--- src/rtl/assert_macros.svh ---
// Assertion macros shared by the RTL files. Each expects clk and rst in scope.
`ifndef ASSERT_MACROS_SVH
`define ASSERT_MACROS_SVH

// The condition holds at every clock edge outside reset.
`define ASSERT_ALWAYS(label, cond, msg) \
  label: assert property (@(posedge clk) disable iff (rst) (cond)) else $error(msg);

// The consequent holds in the same cycle as the antecedent.
`define ASSERT_IMPLIES(label, ante, cons, msg) \
  label: assert property (@(posedge clk) disable iff (rst) (ante) |-> (cons)) else $error(msg);

// The consequent holds in the cycle after the antecedent.
`define ASSERT_NEXT(label, ante, cons, msg) \
  label: assert property (@(posedge clk) disable iff (rst) (ante) |=> (cons)) else $error(msg);

`endif

--- src/rtl/hts_pkg.sv ---
`default_nettype none

package hts_pkg;

  localparam logic [7:0] CH_LT    = 8'h3C;
  localparam logic [7:0] CH_GT    = 8'h3E;
  localparam logic [7:0] CH_AMP   = 8'h26;
  localparam logic [7:0] CH_SEMI  = 8'h3B;
  localparam logic [7:0] CH_HASH  = 8'h23;
  localparam logic [7:0] CH_NL    = 8'h0A;
  localparam logic [7:0] CH_SP    = 8'h20;
  localparam logic [7:0] CH_DOT0  = 8'hC2;
  localparam logic [7:0] CH_DOT1  = 8'hB7;
  localparam logic [7:0] CH_BTICK = 8'h60;
  localparam logic [7:0] CH_APOS  = 8'h27;

  localparam logic [20:0] CP_MAX   = 21'h10FFFF;
  localparam logic [20:0] CP_LQUOT = 21'h002018;
  localparam logic [20:0] CP_RQUOT = 21'h002019;

  localparam int unsigned MAX_BYTES = 4;

  // Everything one input byte produces: up to four output bytes and the end flag.
  typedef struct packed {
    logic [MAX_BYTES-1:0][7:0] bytes;
    logic [2:0]                cnt;
    logic                      done;
  } hts_group_t;

endpackage

`default_nettype wire

--- src/rtl/hts_in_if.sv ---
`default_nettype none

interface hts_in_if;
  logic       valid;
  logic       ready;
  logic [7:0] in_byte;
  logic       end_of_text;

  modport source (output valid, output in_byte, output end_of_text, input ready);
  modport sink (input valid, input in_byte, input end_of_text, output ready);
endinterface

`default_nettype wire

--- src/rtl/hts_out_if.sv ---
`default_nettype none

interface hts_out_if;
  logic       valid;
  logic       ready;
  logic [7:0] out_byte;
  logic       byte_valid;
  logic       last_of_run;
  logic       text_done;

  modport source (output valid, output out_byte, output byte_valid, output last_of_run,
                  output text_done, input ready);
  modport sink (input valid, input out_byte, input byte_valid, input last_of_run,
                input text_done, output ready);
endinterface

`default_nettype wire

--- src/rtl/hts_front.sv ---
`default_nettype none

module hts_front (
  input  logic               clk,
  input  logic               rst,
  hts_in_if.sink             html,
  output hts_pkg::hts_group_t grp,
  output logic               grp_valid,
  input  logic               grp_ready
);
  import hts_pkg::*;

  typedef enum logic [1:0] {MODE_PLAIN, MODE_TAG, MODE_ENTITY} mode_t;
  typedef enum logic [1:0] {FORM_NAMED, FORM_HASH, FORM_DEC, FORM_HEX} form_t;

  localparam logic [2:0] LEN_LONG   = 3'd4;
  localparam logic [2:0] LEN_FROZEN = 3'd7;

  mode_t            mode, mode_next;
  form_t            form, form_next;
  logic             para, para_next;
  logic [2:0][7:0]  name, name_next;
  logic [2:0]       len, len_next;
  logic [20:0]      cp, cp_next;

  logic [7:0]       c;
  logic             accept;
  logic [2:0][7:0]  kept_name;
  logic [2:0]       kept_len;
  logic             dec_ok, hex_ok, digit_ok;
  logic [3:0]       dval;
  logic [24:0]      acc, sum;
  logic [20:0]      cp_sat;
  logic [MAX_BYTES-1:0][7:0] enc;
  logic [2:0]       enc_cnt;
  logic             is_li, is_p, is_ul, is_lt, is_gt, is_amp;
  logic [MAX_BYTES-1:0][7:0] obytes;
  logic [2:0]       ocnt;

  assign c      = html.in_byte;
  assign accept = html.valid && html.ready;

  assign html.ready = grp_ready;
  assign grp_valid  = html.valid && ((ocnt != 3'd0) || html.end_of_text);
  assign grp.bytes  = obytes;
  assign grp.cnt    = ocnt;
  assign grp.done   = html.end_of_text;

  always_comb begin
    kept_name = name;
    kept_len  = LEN_LONG;
    if (len < 3'd3) begin
      kept_name[len[1:0]] = c;
      kept_len = len + 3'd1;
    end
  end

  assign dec_ok   = (c >= "0") && (c <= "9");
  assign hex_ok   = dec_ok || ((c >= "a") && (c <= "f")) || ((c >= "A") && (c <= "F"));
  assign digit_ok = (form == FORM_HEX) ? hex_ok : dec_ok;
  assign dval     = dec_ok ? c[3:0] : c[3:0] + 4'd9;
  assign acc      = (form == FORM_HEX) ? {cp, 4'b0000}
                                       : {1'b0, cp, 3'b000} + {3'b000, cp, 1'b0};
  assign sum      = acc + {21'd0, dval};
  assign cp_sat   = (sum > {4'd0, CP_MAX}) ? CP_MAX : sum[20:0];

  always_comb begin
    enc     = '0;
    enc_cnt = 3'd0;
    if (cp == 21'd0) begin
      enc_cnt = 3'd0;
    end else if (cp == CP_LQUOT) begin
      enc[0]  = CH_BTICK;
      enc_cnt = 3'd1;
    end else if (cp == CP_RQUOT) begin
      enc[0]  = CH_APOS;
      enc_cnt = 3'd1;
    end else if (cp < 21'h80) begin
      enc[0]  = cp[7:0];
      enc_cnt = 3'd1;
    end else if (cp < 21'h800) begin
      enc[0]  = {3'b110, cp[10:6]};
      enc[1]  = {2'b10, cp[5:0]};
      enc_cnt = 3'd2;
    end else if (cp < 21'h10000) begin
      enc[0]  = {4'b1110, cp[15:12]};
      enc[1]  = {2'b10, cp[11:6]};
      enc[2]  = {2'b10, cp[5:0]};
      enc_cnt = 3'd3;
    end else begin
      enc[0]  = {5'b11110, cp[20:18]};
      enc[1]  = {2'b10, cp[17:12]};
      enc[2]  = {2'b10, cp[11:6]};
      enc[3]  = {2'b10, cp[5:0]};
      enc_cnt = 3'd4;
    end
  end

  assign is_li  = (len == 3'd2) && (name[0] == "l") && (name[1] == "i");
  assign is_p   = (len == 3'd1) && (name[0] == "p");
  assign is_ul  = (len == 3'd2) && (name[0] == "u") && (name[1] == "l");
  assign is_lt  = (len == 3'd2) && (name[0] == "l") && (name[1] == "t");
  assign is_gt  = (len == 3'd2) && (name[0] == "g") && (name[1] == "t");
  assign is_amp = (len == 3'd3) && (name[0] == "a") && (name[1] == "m") && (name[2] == "p");

  always_comb begin
    mode_next = mode;
    form_next = form;
    para_next = para;
    name_next = name;
    len_next  = len;
    cp_next   = cp;
    obytes    = '0;
    ocnt      = 3'd0;
    unique case (mode)
      MODE_TAG: begin
        if (c == CH_GT) begin
          mode_next = MODE_PLAIN;
          if (is_li) begin
            para_next = 1'b0;
            if (!para) begin
              obytes = {CH_SP, CH_DOT1, CH_DOT0, CH_NL};
              ocnt   = 3'd4;
            end else begin
              obytes = {8'h00, CH_SP, CH_DOT1, CH_DOT0};
              ocnt   = 3'd3;
            end
          end else if (is_p || is_ul) begin
            para_next = 1'b1;
            if (!para) begin
              obytes[0] = CH_NL;
              ocnt      = 3'd1;
            end
          end
        end else begin
          name_next = kept_name;
          len_next  = kept_len;
        end
      end
      MODE_ENTITY: begin
        if (c == CH_SEMI) begin
          mode_next = MODE_PLAIN;
          if (form != FORM_NAMED) begin
            obytes = enc;
            ocnt   = enc_cnt;
          end else if (is_lt) begin
            obytes[0] = CH_LT;
            ocnt      = 3'd1;
          end else if (is_gt) begin
            obytes[0] = CH_GT;
            ocnt      = 3'd1;
          end else if (is_amp) begin
            obytes[0] = CH_AMP;
            ocnt      = 3'd1;
          end
        end else begin
          unique case (form)
            FORM_NAMED: begin
              if ((len == 3'd0) && (c == CH_HASH)) begin
                form_next = FORM_HASH;
              end else begin
                name_next = kept_name;
                len_next  = kept_len;
              end
            end
            FORM_HASH: begin
              if (dec_ok) begin
                form_next = FORM_DEC;
                cp_next   = {17'd0, dval};
              end else if ((c == "x") || (c == "X")) begin
                form_next = FORM_HEX;
                cp_next   = 21'd0;
              end else begin
                form_next = FORM_DEC;
                cp_next   = 21'd0;
                len_next  = LEN_FROZEN;
              end
            end
            default: begin
              if (len != LEN_FROZEN) begin
                if (!digit_ok) begin
                  len_next = LEN_FROZEN;
                end else begin
                  cp_next = cp_sat;
                end
              end
            end
          endcase
        end
      end
      default: begin
        if (c == CH_LT) begin
          mode_next = MODE_TAG;
          name_next = '0;
          len_next  = 3'd0;
          cp_next   = 21'd0;
          form_next = FORM_NAMED;
        end else if (c == CH_AMP) begin
          mode_next = MODE_ENTITY;
          para_next = 1'b0;
          name_next = '0;
          len_next  = 3'd0;
          cp_next   = 21'd0;
          form_next = FORM_NAMED;
        end else begin
          obytes[0] = c;
          ocnt      = 3'd1;
          para_next = 1'b0;
        end
      end
    endcase
    if (html.end_of_text) begin
      mode_next = MODE_PLAIN;
      para_next = 1'b1;
      name_next = '0;
      len_next  = 3'd0;
      cp_next   = 21'd0;
      form_next = FORM_NAMED;
    end
  end

  always_ff @(posedge clk) begin
    if (rst) begin
      mode <= MODE_PLAIN;
      form <= FORM_NAMED;
      para <= 1'b1;
      name <= '0;
      len  <= 3'd0;
      cp   <= 21'd0;
    end else if (accept) begin
      mode <= mode_next;
      form <= form_next;
      para <= para_next;
      name <= name_next;
      len  <= len_next;
      cp   <= cp_next;
    end
  end

endmodule

`default_nettype wire

--- src/rtl/hts_queue.sv ---
`default_nettype none

module hts_queue #(
  parameter int unsigned DEPTH = 4
) (
  input  logic                clk,
  input  logic                rst,
  input  hts_pkg::hts_group_t push_data,
  input  logic                push_valid,
  output logic                push_ready,
  output hts_pkg::hts_group_t pop_data,
  output logic                pop_valid,
  input  logic                pop_ready
);
  import hts_pkg::*;

  `include "assert_macros.svh"

  localparam int unsigned PW = (DEPTH > 1) ? $clog2(DEPTH) : 1;
  localparam int unsigned CW = $clog2(DEPTH + 1);

  hts_group_t     store [DEPTH];
  logic [PW-1:0]  wptr, rptr;
  logic [CW-1:0]  count;
  logic           push, pop;

  assign push_ready = (count != CW'(DEPTH));
  assign pop_valid  = (count != '0);
  assign pop_data   = store[rptr];
  assign push       = push_valid && push_ready;
  assign pop        = pop_valid && pop_ready;

  always_ff @(posedge clk) begin
    if (push) begin
      store[wptr] <= push_data;
    end
  end

  always_ff @(posedge clk) begin
    if (rst) begin
      wptr  <= '0;
      rptr  <= '0;
      count <= '0;
    end else begin
      if (push) begin
        wptr <= (wptr == PW'(DEPTH - 1)) ? '0 : wptr + 1'b1;
      end
      if (pop) begin
        rptr <= (rptr == PW'(DEPTH - 1)) ? '0 : rptr + 1'b1;
      end
      if (push && !pop) begin
        count <= count + 1'b1;
      end else if (pop && !push) begin
        count <= count - 1'b1;
      end
    end
  end

  `ASSERT_ALWAYS(q_count_bound, count <= CW'(DEPTH), "queue count beyond depth")
  `ASSERT_NEXT(q_count_up, push && !pop, count == $past(count) + 1'b1, "queue count missed a push")
  `ASSERT_NEXT(q_count_down, pop && !push, count == $past(count) - 1'b1, "queue count missed a pop")

endmodule

`default_nettype wire

--- src/rtl/hts_back.sv ---
`default_nettype none

module hts_back (
  input  logic                clk,
  input  logic                rst,
  input  hts_pkg::hts_group_t grp,
  input  logic                grp_valid,
  output logic                grp_ready,
  hts_out_if.source           plain
);
  import hts_pkg::*;

  `include "assert_macros.svh"

  hts_group_t cur;
  logic       have;
  logic [1:0] idx;
  logic       is_last, fire, advance;

  assign is_last   = (cur.cnt == 3'd0) || ({1'b0, idx} == cur.cnt - 3'd1);
  assign fire      = plain.valid && plain.ready;
  assign advance   = !have || (fire && is_last);
  assign grp_ready = advance;

  assign plain.valid       = have;
  assign plain.out_byte    = (cur.cnt == 3'd0) ? 8'h00 : cur.bytes[idx];
  assign plain.byte_valid  = (cur.cnt != 3'd0);
  assign plain.last_of_run = is_last;
  assign plain.text_done   = is_last && cur.done;

  always_ff @(posedge clk) begin
    if (advance && grp_valid) begin
      cur <= grp;
    end
  end

  always_ff @(posedge clk) begin
    if (rst) begin
      have <= 1'b0;
      idx  <= 2'd0;
    end else if (advance) begin
      have <= grp_valid;
      idx  <= 2'd0;
    end else if (fire) begin
      idx <= idx + 2'd1;
    end
  end

  `ASSERT_IMPLIES(b_bare_marker, have && (cur.cnt == 3'd0), cur.done,
                  "bare end marker without end of text")
  `ASSERT_IMPLIES(b_done_last, plain.valid && plain.text_done, plain.last_of_run,
                  "end of text flagged before the last item of its run")
  `ASSERT_ALWAYS(b_cnt_range, !have || (cur.cnt <= 3'd4), "too many bytes in one run")

endmodule

`default_nettype wire

--- src/rtl/html_text_stripper.sv ---
// Channel  Role    Payload
// html     sink    in_byte[7:0], end_of_text
// plain    source  out_byte[7:0], byte_valid, last_of_run, text_done
//
// One input item is taken per cycle while the queue between parser and emitter has room.
// Each input item yields zero to four output items, sent one per cycle by the emitter while plain is ready.
// Sustained rate is one input per cycle when each input yields at most one output item and plain is ready.
// Reset is synchronous; parser state returns to plain text with a paragraph open.
// A stall on plain fills the queue of QUEUE_DEPTH runs, then lowers html.ready.
`default_nettype none

module html_text_stripper #(
  parameter int unsigned QUEUE_DEPTH = 4
) (
  input  logic      clk,
  input  logic      rst,
  hts_in_if.sink    html,
  hts_out_if.source plain
);
  import hts_pkg::*;

  hts_group_t f_grp, b_grp;
  logic       f_valid, f_ready, b_valid, b_ready;

  hts_front u_front (
    .clk       (clk),
    .rst       (rst),
    .html      (html),
    .grp       (f_grp),
    .grp_valid (f_valid),
    .grp_ready (f_ready)
  );

  hts_queue #(
    .DEPTH (QUEUE_DEPTH)
  ) u_queue (
    .clk        (clk),
    .rst        (rst),
    .push_data  (f_grp),
    .push_valid (f_valid),
    .push_ready (f_ready),
    .pop_data   (b_grp),
    .pop_valid  (b_valid),
    .pop_ready  (b_ready)
  );

  hts_back u_back (
    .clk       (clk),
    .rst       (rst),
    .grp       (b_grp),
    .grp_valid (b_valid),
    .grp_ready (b_ready),
    .plain     (plain)
  );

endmodule

`default_nettype wire

--- src/flat_wrapper.sv ---
// flat-port wrapper written by rule: the top's interface ports become plain ports
module html_text_stripper_flat import hts_pkg::*;
#(
  parameter int unsigned QUEUE_DEPTH = 4
)
  (clk, rst, html_valid, html_in_byte, html_end_of_text, html_ready, plain_valid, plain_out_byte, plain_byte_valid, plain_last_of_run, plain_text_done, plain_ready);
  hts_in_if html_i ();
  hts_out_if plain_i ();
  input  logic clk;
  input  logic rst;
  input wire logic [$bits(html_i.valid)-1:0] html_valid;
  input wire logic [$bits(html_i.in_byte)-1:0] html_in_byte;
  input wire logic [$bits(html_i.end_of_text)-1:0] html_end_of_text;
  output wire logic [$bits(html_i.ready)-1:0] html_ready;
  output wire logic [$bits(plain_i.valid)-1:0] plain_valid;
  output wire logic [$bits(plain_i.out_byte)-1:0] plain_out_byte;
  output wire logic [$bits(plain_i.byte_valid)-1:0] plain_byte_valid;
  output wire logic [$bits(plain_i.last_of_run)-1:0] plain_last_of_run;
  output wire logic [$bits(plain_i.text_done)-1:0] plain_text_done;
  input wire logic [$bits(plain_i.ready)-1:0] plain_ready;
  assign html_i.valid = html_valid;
  assign html_i.in_byte = html_in_byte;
  assign html_i.end_of_text = html_end_of_text;
  assign html_ready = html_i.ready;
  assign plain_valid = plain_i.valid;
  assign plain_out_byte = plain_i.out_byte;
  assign plain_byte_valid = plain_i.byte_valid;
  assign plain_last_of_run = plain_i.last_of_run;
  assign plain_text_done = plain_i.text_done;
  assign plain_i.ready = plain_ready;
  html_text_stripper #(.QUEUE_DEPTH(QUEUE_DEPTH)) u_core (.clk(clk), .rst(rst), .html(html_i), .plain(plain_i));
endmodule
--- config.mk ---
export PLATFORM = sky130hd
export DESIGN_NAME = html_text_stripper_flat
export DESIGN_NICKNAME = d
export VERILOG_FILES = /design/src/rtl/hts_pkg.sv /design/src/rtl/hts_in_if.sv /design/src/rtl/hts_out_if.sv /design/src/rtl/hts_front.sv /design/src/rtl/hts_queue.sv /design/src/rtl/hts_back.sv /design/src/rtl/html_text_stripper.sv /design/src/flat_wrapper.sv
export VERILOG_INCLUDE_DIRS = /design/src /design/src/rtl
export SDC_FILE = /design/constraint.sdc
export NUM_CORES = 1
export LEC_CHECK = 0
export BUFFER_PORTS_ARGS = -buffer_cell sky130_fd_sc_hd__buf_2
export CORE_MARGIN = 8
export CORE_UTILIZATION = 30
export CTS_CLUSTER_DIAMETER = 100
export DETAILED_ROUTE_END_ITERATION = 16
export SLEW_MARGIN = 20
export SYNTH_ARGS = -nofsm -noshare
export SYNTH_HDL_FRONTEND = slang
export SYNTH_SLANG_ARGS = --single-unit
--- constraint.sdc ---
create_clock -name clk -period 5.8 [get_ports clk]
set_input_delay 1.16 -clock clk [delete_from_list [all_inputs] [get_ports clk]]
set_output_delay 1.16 -clock clk [all_outputs]
set_load 0.05 [all_outputs]
; ---- Yosys cells after proc, flatten, opt, wreduce, memory -nomap -nowiden
; Memories as Yosys holds them, arrays and structs flattened. A register that Yosys moved wholly into a read port is not among the register bits.
; Cells that the tools add are included.
[word_totals]
mem_count = 1
wordCells = 261
ram_bits = 144
reg_bits = 63
inputBits = 13
out_inout_bits = 13
[memory_table]
columns = name, depth, width, rd, rd_ports_with_merged_regs, write_ports, line_no
row1 = u_core.u_queue.store, 4, 36, 1, 1, 1, hts_queue.sv:22  ; hts_group_t store [DEPTH];
[op_classes]
addsub = 10
eq_ne = 51
n_reduce_logical = 53
muxes = 119
order_cmp = 14
[op_table]
columns = operator, n
row1 = two-way mux 24 bit, 18
row2 = two-way mux 21 bit, 7
row3 = == test 8 x 7 -> 1 bit (second input constant), 12
row4 = two-way mux 32 bit, 3
row5 = one-hot mux 24 bit (2 select lines), 2
row6 = two-way mux 8 bit, 11
row7 = one-hot mux 21 bit (2 select lines), 2
row8 = two-way mux 3 bit, 24
row9 = == test 21 x 14 -> 1 bit (second input constant), 2
row10 = == test 8 x 6 -> 1 bit (second input constant), 5
row11 = two-way mux 16 bit, 2
row12 = two-way mux 30 bit, 1
row13 = adder 24 x 22 -> 25 bit, 1
row14 = adder 25 x 4 -> 25 bit, 1
row15 = greater-than comparator 25 x 21 -> 1 bit (second input constant), 1
row16 = logical AND 1 bit, 25
row17 = two-way mux 25 bit, 1
row18 = bitwise mux 24 bit, 1
row19 = two-way mux 2 bit, 12
row20 = inequality test 3 bit (second input constant), 8
row21 = two-way mux 22 bit, 1
row22 = zero test 21 bit, 1
row23 = < comparator 21 x 12 -> 1 bit (second input constant), 1
row24 = < comparator 21 x 17 -> 1 bit (second input constant), 1
row25 = 46 further kinds, 104

; ---- Logic depth before layout (Yosys ltp)
[depth]
depth_word = 18
mapped_depth = 23
mapped_depth_nobuf = 19

; ---- Cells and area by module
; A second synthesis with hierarchy kept.
[hier_totals]
cells_unflattened = 1160
hier_area_um2 = 13396.6
[by_module_without_submodules]
columns = mod, area_each_um2, n_inst, cells_each, seq_area_each_um2
row1 = hts_front, 6128.4, 1, 837, 1061.0
row2 = hts_queue, 5662.9, 1, 236, 4504.3
row3 = hts_back, 1605.3, 1, 87, 1141.1

; ---- Worst setup path after synthesis
; No wires, ideal clock.
[synth_path]
path_type = input -> register
start = input html_in_byte[1]
end = register u_core.u_front.cp[6]
path_slack_ns = 0.683
setup_time_ns = 0.117
t_arrival_ns = 5.001
path_stages = 23
t_required_ns = 5.683
path_buffers = 4
path_cell_list = clkbuf_1 -> inv_1 -> ha_1 -> nor2_1 -> o21ai_0 -> and3_1 -> clkbuf_1 -> nand2b_1 -> xnor2_1 -> inv_1 -> fa_1 -> inv_1 -> a21oi_1 -> nor3_1 -> nand4_1 -> nor4_1 -> nand3_1 -> xor2_1 -> a21o_1 -> buf_4 -> buf_6 -> nand3_1 -> a22o_1
[synth_via]
elab_chain_cells = 12
elab_cells_between_ends = 31
classes_between = add/sub (2) / order compare (7) / eq/ne (5) / mux (10) / reduce/logical (7)
[synth_lines]
columns = element, line_no
row1 = from (decl), flat_wrapper.sv:12  ; input wire logic [$bits(html_i.in_byte)-1:0] html_in_byte;
row2 = >= comparator 8 x 6 -> 1 bit / less-or-equal comparator 8 x 6 -> 1 bit (equally long branches), hts_front.sv:58  ; assign dec_ok = (c >= "0") && (c <= "9");
row3 = logical AND 1 bit, hts_front.sv:58
row4 = two-way mux 4 bit, hts_front.sv:61  ; assign dval = dec_ok ? c[3:0] : c[3:0] + 4'd9;
row5 = adder 25 x 4 -> 25 bit, hts_front.sv:64  ; assign sum = acc + {21'd0, dval};
row6 = greater-than comparator 25 x 21 -> 1 bit, hts_front.sv:65  ; assign cp_sat = (sum > {4'd0, CP_MAX}) ? CP_MAX : sum[20:0];
row7 = two-way mux 21 bit, hts_front.sv:65
row8 = two-way mux 21 bit, hts_front.sv:181  ; if (!digit_ok) begin
row9 = two-way mux 21 bit, hts_front.sv:180  ; if (len != LEN_FROZEN) begin
row10 = one-hot mux 21 bit (2 select lines), hts_front.sv:157  ; unique case (form)
row11 = two-way mux 21 bit, hts_front.sv:141  ; if (c == CH_SEMI) begin
row12 = one-hot mux 21 bit (2 select lines), hts_front.sv:115  ; unique case (mode)
row13 = two-way mux 21 bit, hts_front.sv:212  ; if (html.end_of_text) begin
row14 = to (signal assigned), hts_front.sv:236  ; cp <= cp_next;
row15 = to (decl), hts_front.sv:24  ; logic [20:0] cp, cp_next;
; Parallel ways exist; a longest one is shown, timed or not. The select of a mux whose other input is x is not followed.
; A chain may end at the register's enable or synchronous reset.

; ---- Worst setup path after layout
[layout_path]
start = input html_in_byte[0]
end = register u_core.u_front.cp[18]
; Same word-level chain as after synthesis.

==> reports/metrics.yaml <==
synth_top_family_by_area: "simple AND/OR/NAND/NOR gates"
ctsHoldBuffers: 0
p_seq_share_pct: 43.9
finalWirelength_um: 29100
drc: 0
p_sw_share_pct: 27.8
num_rows: 74
layout_commonest_cell: "edfxtp_1"
layout-drive-gt1-share_pct: 15.1
synth_mux_area_share_pct: 8.94
cts_sinks: 233
antenna_found_initial: 3
synth_compound_area_share_pct: 14.5
setup_ws_ps: 896
portBuffers: 25
holdCritPathClass: "flop to flop"
clkPwrFrac_pct: 33.9
yosysTopAreaCell: "edfxtp_1"
synth_top_area_share_pct: 41.6
grt_remaining_overflow: 0
slew_violations: 0
die_height_um: 218
synthSimpleGateAreaFrac_pct: 14.6
path_clk_slew_ps: 60
die_x_um: 218
p_int_uw: 3580
syn_to_final_growth_pct: 13.0
gp_congestion: 0.821
synthTopCellsByArea: "edfxtp_1, dfxtp_1, mux4_2"
cts_max_path_buffers: 3
vias: 8531
dp_hpwl_um: 19800
setup_tns_ps: 0
finalSetupViolations: 0
p_sw_uw: 1380
cts_tree: "yes"
final.setup_skew_ps: 11.5
critPathCaptureType: "flop"
final_nets: 1126
post_cts_buffers: 0
core_area_um2: 40600
synth_area_um2: 12300
dp_slack_ps: 422
async_flop_share_pct: 0
hold_viol_final: 0
htree_levels: 1
relSlewSlack_pct: 27.1
power_density_nw_per_um2: 358
cts_made_buffers: 24
io-pin-count: 26
cp_max_fo: 17
timing.hold.ws_ps: 491
rsz0062_at_grt: "no"
drtIter0Drc: 550
worst_pin_slew_ps: 1090
synth_xor_area_share_pct: 2.21
synth-edff-count: 170
max_clock_freq_mhz: 204
cp-start-kind: "primary input"
mostFrequentLayoutCells: "edfxtp_1, nor2_1, nand2_1"
root_buffer: "clkbuf_16"
synth.avg_cell_area_um2: 11.6
synth_seq_area_share_pct: 51.9
status: "finished, final reports clean"
avgViaCountPerCell: 5.27
final_antenna_net_count: 0
start_util_pct: 30.2
period_share_pct: 84.6
clock_latency_ps: 510
grt_first_pass_wirelength_um: 46700
final_area_um2: 13900
synth_cell_type_count: 82
yosysWarnings: 0
p_comb_share_pct: 22.3
grt_max_degree: 45
yosys_most_used_dff: "edfxtp_1"
ys_seq_elements: 233
p_leak_uw: 0.00505
wl_per_cell_um: 17.9
postPlaceCellArea_um2: 13000
cp.required_ps: 6220
dr.pass1.iters: 5
grt_usage_pct: 12.0
dieArea_um2: 47600
syn_inst: 1054
period_minus_slack_ps: 4900
cap_violations: 0
arrival_ps: 5320
mappedNetlistNets: 1114
synth_fa_ha_area_share_pct: 4.98
grt_pass1_vias: 8410
ir_worst_vdd_mv: 0.252
criticalPathCategory: "primary input to flop"
cts_resized: 0
## through the flow
stage / total power (µW) / std cells / utilization, %
floorplan: 3050 / 1054 / -
global placement: 3330 / 1572 / 32.0
detailed placement: 3350 / 1572 / 32.0
CTS: 5030 / 1616 / 34.1
global route: 5200 / 1617 / 34.2
finish: 4960 / 1619 / 34.2
## sequential cells by signal, indices dropped and copies added, names as in the netlist
register and flops:
u_core.u_front.cp 21, u_core.u_queue.store 136, u_core.u_queue.wptr 2, u_core.u_queue.rptr 2, u_core.u_front.len 3, u_core.u_back.plain.valid 1
u_core.u_queue.count 3, u_core.u_front.form 2, u_core.u_front.para 1, u_core.u_back.idx 2, u_core.u_front.name 24, u_core.u_back.cur 34
u_core.u_front.mode 2
## layer usage
| layer | vias up | GRT usage, % | wire length [µm] |
|---|---|---|---|
| met4 | 0 | 3.05 | 508 |
| met1 | 4190 | 16.2 | 13400 |
| met2 | 221 | 19.9 | 13700 |
| met5 | - | 0 | 0 |
| met3 | 45 | 1.80 | 1510 |
| li1 | 4075 | - | - |
## power by group through the flow
| stage | registers, µW | clock network (µW) | logic [µW] |
|---|---|---|---|
| 2_1_floorplan | 2190 | 0 | 864 |
| 3_3_place_gp | 2210 | 0 | 1120 |
| 5_1_grt | 2200 | 1780 | 1210 |
| 6_report | 2180 | 1680 | 1100 |
| 3_5_place_dp | 2220 | 0 | 1140 |
| 4_1_cts | 2180 | 1710 | 1140 |
## synth_stat cells, drive strengths merged (3+ instances only)
library cell	count
a211o	4
a211oi	10
a21o	13
a21oi	60
a22o	15
a22oi	24
a31o	3
a31oi	15
and2	18
and3	15
and4	3
buf	12
clkbuf	48
dfxtp	63
edfxtp	170
fa	3
ha	44
inv	29
mux2i	15
mux4	41
nand2	77
nand2b	10
nand3	31
nand3b	4
nand4	12
nand4b	3
nor2	91
nor2b	19
nor3	26
nor3b	7
nor4	11
nor4b	3
o2111ai	4
o211ai	8
o21a	6
o21ai	43
o22ai	7
o31a	3
o31ai	17
or3	5
or4	4
xnor2	14
xor2	17
## worst paths after layout
path	start	to	slack [ps]	cells past startpoint
hold / removal	u_core.u_front.name[16]$_SDFFE_PP0P_	u_core.u_front.name[16]$_SDFFE_PP0P_	490	2
setup / recovery	html_in_byte[0]	u_core.u_front.cp[18]$_SDFFE_PP0P_	900	21
hold reg to reg	u_core.u_front.name[16]$_SDFFE_PP0P_	u_core.u_front.name[16]$_SDFFE_PP0P_	490	2
setup reg to reg	u_core.u_front.cp[17]$_SDFFE_PP0P_	u_core.u_queue.count[2]$_SDFFE_PP0P_	1180	17
## logic make-up after synthesis
| logic type | after synthesis |
|---|---|
| AO/OA/AOI/OAI | 253 |
| XOR/XNOR | 31 |
| adder cells (fa/ha/maj) | 47 |
| buffers and inverters | 89 |
| flip-flops | 233 |
| multiplexers | 58 |
| AND/OR/NAND/NOR | 343 |
## area by class of cell
class,count,area [µm²]
fillers,4019,26700
clock buffers,27,643
repair buffers,46,283
diodes,3,7.51
flip-flops and latches,233,6370
well taps,532,666
clock inverters,17,236
inverters,29,109
multi-input cells,732,5540
## worst max-delay path, stage by stage
cell and delay [ps]:
buf_2 230, inv_1 130, ha_1 220, nor2_1 100, o21ai_0 70, and3_1 310
nand2b_1 200, xnor2_1 190, inv_1 90, fa_1 450, inv_1 70, a21oi_1 80
nor3_1 190, nand4_1 240, nor4_1 400, nand3_1 150, xor2_1 230, a21o_1 140
buf_4 270, nand2_2 130, o31ai_1 250
(Power assumes the default switching activity.)
